$ cat src/rtl/websocket_frame_deframer_defines.svh
// assertion macros shared by the deframer rtl
`ifndef WEBSOCKET_FRAME_DEFRAMER_DEFINES_SVH
`define WEBSOCKET_FRAME_DEFRAMER_DEFINES_SVH

// same-cycle implication, checked out of reset
`define WSFD_ASSERT_NOW(name, ante, cons, msg) \
  name: assert property (@(posedge clk) disable iff (!rst_n) (ante) |-> (cons)) \
    else $error(msg);

// next-cycle implication, checked out of reset
`define WSFD_ASSERT_NEXT(name, ante, cons, msg) \
  name: assert property (@(posedge clk) disable iff (!rst_n) (ante) |=> (cons)) \
    else $error(msg);

`endif

$ cat src/rtl/wsfd_pkg.sv
// types and constants for the websocket frame deframer
package wsfd_pkg;

  typedef enum logic [2:0] {
    PH_HDR0    = 3'd0,
    PH_HDR1    = 3'd1,
    PH_EXT     = 3'd2,
    PH_KEY     = 3'd3,
    PH_PAYLOAD = 3'd4,
    PH_TRAIL   = 3'd5
  } wsfd_phase_t;

  typedef enum logic [1:0] {
    ST_OK         = 2'd0,
    ST_SHORT      = 2'd1,
    ST_INCOMPLETE = 2'd2,
    ST_RSVD       = 2'd3
  } wsfd_status_t;

  localparam logic [6:0] LEN7_EXT16  = 7'd126;
  localparam logic [6:0] LEN7_EXT64  = 7'd127;
  localparam logic [3:0] EXT16_BYTES = 4'd2;
  localparam logic [3:0] EXT64_BYTES = 4'd8;
  localparam logic [3:0] KEY_BYTES   = 4'd4;
  localparam logic [2:0] MIN_FRAME   = 3'd6;

  typedef struct packed {
    logic         emit;
    logic [7:0]   payload_byte;
    logic         payload_valid;
    logic         frame_done;
    wsfd_status_t status;
    logic         final_fragment;
    logic [3:0]   frame_opcode;
    logic [63:0]  payload_length;
  } wsfd_result_t;

endpackage

$ cat src/rtl/websocket_frame_deframer.sv
// websocket frame deframer top level: input handshake and result register
//
//  channel | ports                                  | direction
//  --------+----------------------------------------+----------
//  in      | in_valid in_stall in_frame_byte/end    | frame bytes in
//  out     | out_valid out_stall out_payload_* etc. | results out
//
// one byte per cycle while in_stall is low; the result is registered and appears in the cycle after its transaction
// the parser state and one result register set the rate, no other loop
// rst_n is synchronous; parser state returns to the first header byte
// in_stall is high only while a held result is stalled at the output
module websocket_frame_deframer import wsfd_pkg::*; (
  input  logic         clk,
  input  logic         rst_n,
  input  logic         in_valid,
  output logic         in_stall,
  input  logic [7:0]   in_frame_byte,
  input  logic         in_frame_end,
  output logic         out_valid,
  input  logic         out_stall,
  output logic [7:0]   out_payload_byte,
  output logic         out_payload_valid,
  output logic         out_frame_done,
  output logic [1:0]   out_status,
  output logic         out_final_fragment,
  output logic [3:0]   out_frame_opcode,
  output logic [63:0]  out_payload_length
);

`include "websocket_frame_deframer_defines.svh"

  logic         accept;
  wsfd_result_t step_res;
  wsfd_result_t res_r;
  logic         out_valid_r, out_valid_nxt;

  assign in_stall = out_valid_r && out_stall;
  assign accept   = in_valid && !in_stall;

  wsfd_parser u_parser (
    .clk        (clk),
    .rst_n      (rst_n),
    .step_en    (accept),
    .frame_byte (in_frame_byte),
    .frame_end  (in_frame_end),
    .res        (step_res)
  );

  always_comb begin
    if (accept) begin
      out_valid_nxt = step_res.emit;
    end else if (!out_stall) begin
      out_valid_nxt = 1'b0;
    end else begin
      out_valid_nxt = out_valid_r;
    end
  end

  always_ff @(posedge clk) begin
    if (!rst_n) begin
      out_valid_r <= 1'b0;
    end else begin
      out_valid_r <= out_valid_nxt;
    end
  end

  always_ff @(posedge clk) begin
    if (accept && step_res.emit) begin
      res_r <= step_res;
    end
  end

  assign out_valid          = out_valid_r;
  assign out_payload_byte   = res_r.payload_byte;
  assign out_payload_valid  = res_r.payload_valid;
  assign out_frame_done     = res_r.frame_done;
  assign out_status         = res_r.status;
  assign out_final_fragment = res_r.final_fragment;
  assign out_frame_opcode   = res_r.frame_opcode;
  assign out_payload_length = res_r.payload_length;

  `WSFD_ASSERT_NOW(a_result_has_cause, out_valid_r,
    res_r.payload_valid || res_r.frame_done, "result with neither payload nor frame end")
  `WSFD_ASSERT_NOW(a_status_only_at_end, out_valid_r && !res_r.frame_done,
    res_r.status == ST_OK, "status set without frame end")
  `WSFD_ASSERT_NOW(a_status_code, out_valid_r && res_r.frame_done,
    res_r.status != ST_RSVD, "reserved status code")
  `WSFD_ASSERT_NEXT(a_accept_loads, accept && step_res.emit,
    out_valid_r, "emitting transaction did not load result register")

endmodule

$ cat src/rtl/wsfd_parser.sv
// header parser, unmasking and frame status for one byte per cycle while step_en is high
module wsfd_parser import wsfd_pkg::*; (
  input  logic         clk,
  input  logic         rst_n,
  input  logic         step_en,
  input  logic [7:0]   frame_byte,
  input  logic         frame_end,
  output wsfd_result_t res
);

`include "websocket_frame_deframer_defines.svh"

  wsfd_phase_t phase_r, phase_nxt;
  logic [3:0]  hidx_r, hidx_nxt;
  logic        fin_r, fin_nxt;
  logic [3:0]  opcode_r, opcode_nxt;
  logic        masked_r, masked_nxt;
  logic [63:0] len_r, len_nxt;
  logic [31:0] key_r, key_nxt;
  logic [63:0] remain_r, remain_nxt;
  logic [1:0]  kidx_r, kidx_nxt;
  logic [2:0]  short_r, short_nxt;
  logic [7:0]  key_byte;
  logic        pvalid;

  always_comb begin
    case (kidx_r)
      2'd0:    key_byte = key_r[31:24];
      2'd1:    key_byte = key_r[23:16];
      2'd2:    key_byte = key_r[15:8];
      default: key_byte = key_r[7:0];
    endcase
  end

  // next state of the header walk
  always_comb begin
    phase_nxt  = phase_r;
    hidx_nxt   = hidx_r;
    fin_nxt    = fin_r;
    opcode_nxt = opcode_r;
    masked_nxt = masked_r;
    len_nxt    = len_r;
    key_nxt    = key_r;
    remain_nxt = remain_r;
    kidx_nxt   = kidx_r;
    short_nxt  = (short_r < MIN_FRAME) ? short_r + 3'd1 : short_r;
    unique case (phase_r)
      PH_HDR0: begin
        fin_nxt    = frame_byte[7];
        opcode_nxt = frame_byte[3:0];
        phase_nxt  = PH_HDR1;
      end
      PH_HDR1: begin
        masked_nxt = frame_byte[7];
        len_nxt    = '0;
        if (frame_byte[6:0] == LEN7_EXT16) begin
          phase_nxt = PH_EXT;
          hidx_nxt  = EXT16_BYTES;
        end else if (frame_byte[6:0] == LEN7_EXT64) begin
          phase_nxt = PH_EXT;
          hidx_nxt  = EXT64_BYTES;
        end else begin
          len_nxt = {57'd0, frame_byte[6:0]};
          if (frame_byte[7]) begin
            phase_nxt = PH_KEY;
            hidx_nxt  = KEY_BYTES;
          end else begin
            phase_nxt = (frame_byte[6:0] == 7'd0) ? PH_TRAIL : PH_PAYLOAD;
          end
        end
      end
      PH_EXT: begin
        len_nxt  = {len_r[55:0], frame_byte};
        hidx_nxt = hidx_r - 4'd1;
        if (hidx_nxt == 4'd0) begin
          if (masked_r) begin
            phase_nxt = PH_KEY;
            hidx_nxt  = KEY_BYTES;
          end else begin
            phase_nxt = (len_nxt == 64'd0) ? PH_TRAIL : PH_PAYLOAD;
          end
        end
      end
      PH_KEY: begin
        key_nxt  = {key_r[23:0], frame_byte};
        hidx_nxt = hidx_r - 4'd1;
        if (hidx_nxt == 4'd0) begin
          phase_nxt = (len_r == 64'd0) ? PH_TRAIL : PH_PAYLOAD;
        end
      end
      PH_PAYLOAD: begin
        remain_nxt = remain_r - 64'd1;
        kidx_nxt   = kidx_r + 2'd1;
        if (remain_r == 64'd1) begin
          phase_nxt = PH_TRAIL;
        end
      end
      PH_TRAIL: begin
      end
      default: begin
        phase_nxt = PH_HDR0;
      end
    endcase
    // load the byte count on the way into the payload
    if (phase_nxt == PH_PAYLOAD && phase_r != PH_PAYLOAD) begin
      remain_nxt = len_nxt;
    end
  end

  // result of this byte
  always_comb begin
    pvalid             = (phase_r == PH_PAYLOAD);
    res.emit           = pvalid || frame_end;
    res.payload_valid  = pvalid;
    res.payload_byte   = pvalid ? (frame_byte ^ key_byte) : 8'd0;
    res.frame_done     = frame_end;
    res.final_fragment = fin_nxt;
    res.frame_opcode   = opcode_nxt;
    res.payload_length = len_nxt;
    if (!frame_end) begin
      res.status = ST_OK;
    end else if (short_nxt < MIN_FRAME) begin
      res.status = ST_SHORT;
    end else if (phase_nxt != PH_TRAIL) begin
      res.status = ST_INCOMPLETE;
    end else begin
      res.status = ST_OK;
    end
  end

  always_ff @(posedge clk) begin
    if (!rst_n || (step_en && frame_end)) begin
      phase_r  <= PH_HDR0;
      hidx_r   <= '0;
      fin_r    <= 1'b0;
      opcode_r <= '0;
      masked_r <= 1'b0;
      len_r    <= '0;
      key_r    <= '0;
      remain_r <= '0;
      kidx_r   <= '0;
      short_r  <= '0;
    end else if (step_en) begin
      phase_r  <= phase_nxt;
      hidx_r   <= hidx_nxt;
      fin_r    <= fin_nxt;
      opcode_r <= opcode_nxt;
      masked_r <= masked_nxt;
      len_r    <= len_nxt;
      key_r    <= key_nxt;
      remain_r <= remain_nxt;
      kidx_r   <= kidx_nxt;
      short_r  <= short_nxt;
    end
  end

  `WSFD_ASSERT_NEXT(a_end_rearms, step_en && frame_end,
    phase_r == PH_HDR0 && short_r == 3'd0 && key_r == 32'd0, "frame end did not rearm parser")
  `WSFD_ASSERT_NOW(a_payload_nonzero, phase_r == PH_PAYLOAD,
    remain_r != 64'd0 && remain_r <= len_r, "payload byte count out of range")
  `WSFD_ASSERT_NOW(a_hidx_range, phase_r == PH_EXT || phase_r == PH_KEY,
    hidx_r != 4'd0 && hidx_r <= EXT64_BYTES, "header byte index out of range")

endmodule

$ cat config.mk
export PLATFORM = sky130hd
export DESIGN_NAME = websocket_frame_deframer
export DESIGN_NICKNAME = d
export VERILOG_FILES = /design/src/rtl/wsfd_pkg.sv /design/src/rtl/websocket_frame_deframer.sv /design/src/rtl/wsfd_parser.sv
export VERILOG_INCLUDE_DIRS = /design/src /design/src/rtl
export SDC_FILE = /design/constraint.sdc
export NUM_CORES = 1
export LEC_CHECK = 0
export BUFFER_PORTS_ARGS = -buffer_cell sky130_fd_sc_hd__buf_2
export CELL_PAD_IN_SITES_DETAIL_PLACEMENT = 0
export CELL_PAD_IN_SITES_GLOBAL_PLACEMENT = 1
export CORE_UTILIZATION = 45
export CTS_CLUSTER_SIZE = 40
export DETAILED_ROUTE_END_ITERATION = 16
export PLACE_DENSITY_LB_ADDON = 0.1
export SKIP_CTS_REPAIR_TIMING = 1
export SLEW_MARGIN = 30
export SYNTH_ARGS = -nofsm -noshare
export SYNTH_HDL_FRONTEND = slang
export SYNTH_SLANG_ARGS = --single-unit
$ cat constraint.sdc
create_clock -name clk -period 8.1 [get_ports clk]
set_clock_uncertainty 0.1 [all_clocks]
set_input_delay 0 -clock clk [delete_from_list [all_inputs] [get_ports clk]]
set_output_delay 0 -clock clk [all_outputs]
set_load 0.02 [all_outputs]
==> impl_metrics.yaml <==
run_status:
  status: "finished with violations"
  violations: "negative hold slack"
yosys:
  syn_inst: 1347
  synth_top_area_cell: "dfxtp_1"
  synth_top_area_share_pct: 29.3
  avgSynthCellArea_sq_um: 9.08
  synth-xor-area-share_pct: 0.859
  yosysMostFrequentCell: "nor2_1"
  synth_area_leaders: "dfxtp_1 29%, edfxtp_1 20%, nor2_1 6.1%"
  synth_edf_count: 81
  yosysWarnings: 0
  synthTopCellsByCount: "198 x nor2_1, 179 x dfxtp_1, 131 x nand2_1"
  synth-simple-area-share_pct: 20.9
  synth-async-reset-ratio_pct: 0
  syn_nets: 1369
  muxShareOfSynthArea_pct: 3.47
  synth_top_family_by_area: "simple AND/OR/NAND/NOR gates"
  synth_fa_ha_area_share_pct: 0.921
  synth_flop_cell: "dfxtp_1"
  syn-cell-area_sq_um: 12200
  ys_seq_elements: 260
  ys_types: 67
  synth_compound_area_share_pct: 19.9
  yosysSeqAreaShare_pct: 49.2
critical_path:
  crit_family: "simple AND/OR/NAND/NOR gates"
  worstSetupPathType: "reg -> reg"
  slowest_stage: "nor4_1"
  path_buf_inv: 2
  cp_max_fo: 56
  cp-start-kind: "register"
  ff2ff_setup_slack_ns: 3.37
  cp.required_ns: 8.44
  crit_chain: "nor4_1, nand4_1, or4_1, a211oi_1, a311o_1, buf_4, or2_2, buf_4, mux2_2, a32o_1"
  cp-end-kind: "register"
  critical_path_arrival_ns: 5.07
  crit_top_cell: "buf_4"
  cpPeakStageDelay_ns: 0.73
floorplanning:
  ios: 96
  die-width_um: 167
  fp-row-count: 59
  core_sq_um: 26400
  initial_core_util_pct: 46.4
  die_y_um: 167
  dieArea_sq_um: 27800
place:
  port_buffers: 95
  dp_slack_ns: 3.34
  hpwl_um: 23800
  post_dp_cell_area_sq_um: 12900
  place_inst: 1691
  gp_congestion: 0.853
power_and_ir_drop:
  vdd_drop_max_mv: 0.178
  switching_share_pct: 29.8
  p_leak_uw: 0.00547
  p_clk_share_pct: 40.5
  seq_power_share_pct: 41.0
  p_int_uw: 2490
  pwr-share-comb_pct: 18.5
  p_switching_uw: 1060
  powerDensity_nw_per_um2: 252
clock_tree:
  clk_latency_ns: 0.55
  h-tree-depth: 1
  cts_sinks: 260
  tritoncts: "yes"
  numCtsBuffers: 29
  clk_pin_slew_ns: 0.07
  cts_root_buf: "clkbuf_16"
  cts_buffer_depth: 3
detailed_routing:
  ant_nets: 0
  vias: 10600
  wl_met1_um: 17700
  highest_layer: "met4"
  wirelength_um: 37000
  drt_iter0_markers: 1195
  wl_met3_um: 2210
  drcViolationCount: 0
  wire_per_inst_um: 21.1
  drt-pass1-iter-count: 5
  dr_wl_met2_um: 16300
  via_per_inst: 6.06
global_routing:
  grt_max_degree: 71
  grt_first_pass_wirelength_um: 58700
  grt_usage_pct: 26.6
  grt_overflow: 0
  antenna_found_initial: 0
  grt_pass1_vias: 9961
sta:
  tightestPinTransition_ns: 0.961
  fin_crit_sh_pct: 58.4
  setup_ws_ns: 3.37
  holdWs_ns: -0.0429
  fmax_mhz: 211
  slew_headroom_pct: 35.6
  finalHoldViolCount: 1
  setup_tns_ns: 0
  fin_crit_ns: 4.73
  final-max-slew-violation-count: 0
  rsz0062_at_grt: "false"
  setup_violations: 0
layout:
  drive_above_1_share_pct: 14.1
  n_antenna_cell: 0
  fin_cells: 1757
  fin_nets: 1422
  area_growth_syn_to_layout_pct: 14.8
  fin_area_sq_um: 14000
worst_hold_path:
  holdCritPathClass: "in -> reg"
job:
  max_cap_viol_count: 0
[cell families (layout without fill, tap and decap cells)]
family | Yosys count | in the layout
fa+ha+maj | 9 | 9
xor+xnor | 12 | 12
flops | 260 | 260
mux | 41 | 41
compound gates | 345 | 345
simple gates | 542 | 542
buf+inv | 138 | 213
[final timing paths]
kind | from | to | cells past startpoint
hold / removal | out_stall | u_parser.short_r[2] | 5
setup reg to reg | u_parser.len_r[1] | u_parser.remain_r[33] | 10
setup / recovery | u_parser.len_r[1] | u_parser.remain_r[33] | 10
hold reg to reg | u_parser.key_r[27] | u_parser.key_r[27] | 2
[worst reg2reg max path, cell delays in order (launching register included)]
cell and delay (ns):
dfxtp_1 0.35, nor4_1 0.73, nand4_1 0.21, or4_1 0.68, a211oi_1 0.32, a311o_1 0.16, buf_4 0.31, or2_2 0.40
buf_4 0.67, mux2_2 0.49, a32o_1 0.20
[power by group through the flow]
stage	Clock (uW)	Sequential, uW	Combinational (uW)
detailed placement	0	1480	642
finish	1440	1450	654
CTS	1460	1450	647
floorplan	0	1490	444
global route	1510	1460	727
global placement	0	1480	638
[flip-flops by register name, indices dropped and copies added, names as in the netlist, 3 cells and up]
signal	cells
out_frame_opcode	4
out_payload_byte	8
out_payload_length	64
u_parser.hidx_r	4
u_parser.key_r	32
u_parser.len_r	64
u_parser.opcode_r	4
u_parser.phase_r	3
u_parser.remain_r	64
u_parser.short_r	3
[layout make-up]
type	instances	area, sq um
Clock buffer	32	768
Clock inverter	21	280
Fill cell	2389	12300
Inverter	38	143
Multi-Input combinational cell	949	5690
Sequential cell	260	6020
Tap cell	335	419
Timing Repair Buffer	122	723
[metrics by stage]
| stage | total power, uW | utilization, % |
|---|---|---|
| final | 3540 | 53.3 |
| after global routing | 3690 | 53.3 |
| after CTS | 3560 | 52.8 |
| after detailed placement | 2120 | 48.8 |
| after global placement | 2120 | 48.7 |
| after floorplan | 1940 | - |
[routing by layer]
metal | up-vias | global-route usage, %
met5 | - | 0
met4 | 0 | 6.52
met3 | 51 | 3.61
met2 | 345 | 40.3
met1 | 5132 | 39.7
li1 | 5114 | -
[layout by cell type, fill, tap and decap left out, drive strengths merged, types with 5 or more instances in the layout]
master / synthesis / final
bufinv: 0 / 5
o22ai: 17 / 17
o21ai: 64 / 64
o41ai: 6 / 6
nand2: 131 / 131
clkinv: 0 / 9
o211ai: 6 / 6
or3: 13 / 13
a22oi: 27 / 27
a21oi: 68 / 68
a22o: 39 / 39
edfxtp: 81 / 81
mux2: 11 / 11
inv: 38 / 40
nand3: 19 / 19
clkinvlp: 0 / 5
buf: 22 / 109
nor3: 82 / 82
nand4: 10 / 10
a222oi: 8 / 8
or2: 5 / 5
dfxtp: 179 / 179
mux2i: 30 / 30
clkbuf: 78 / 32
a211oi: 43 / 43
a32o: 31 / 31
nor2: 200 / 200
or4: 14 / 14
ha: 9 / 9
nor4: 35 / 35
nand2b: 7 / 7
xnor2: 10 / 10
and3: 5 / 5
o31ai: 17 / 17
dlygate4sd3: 0 / 13
(Power assumes the default switching activity.)
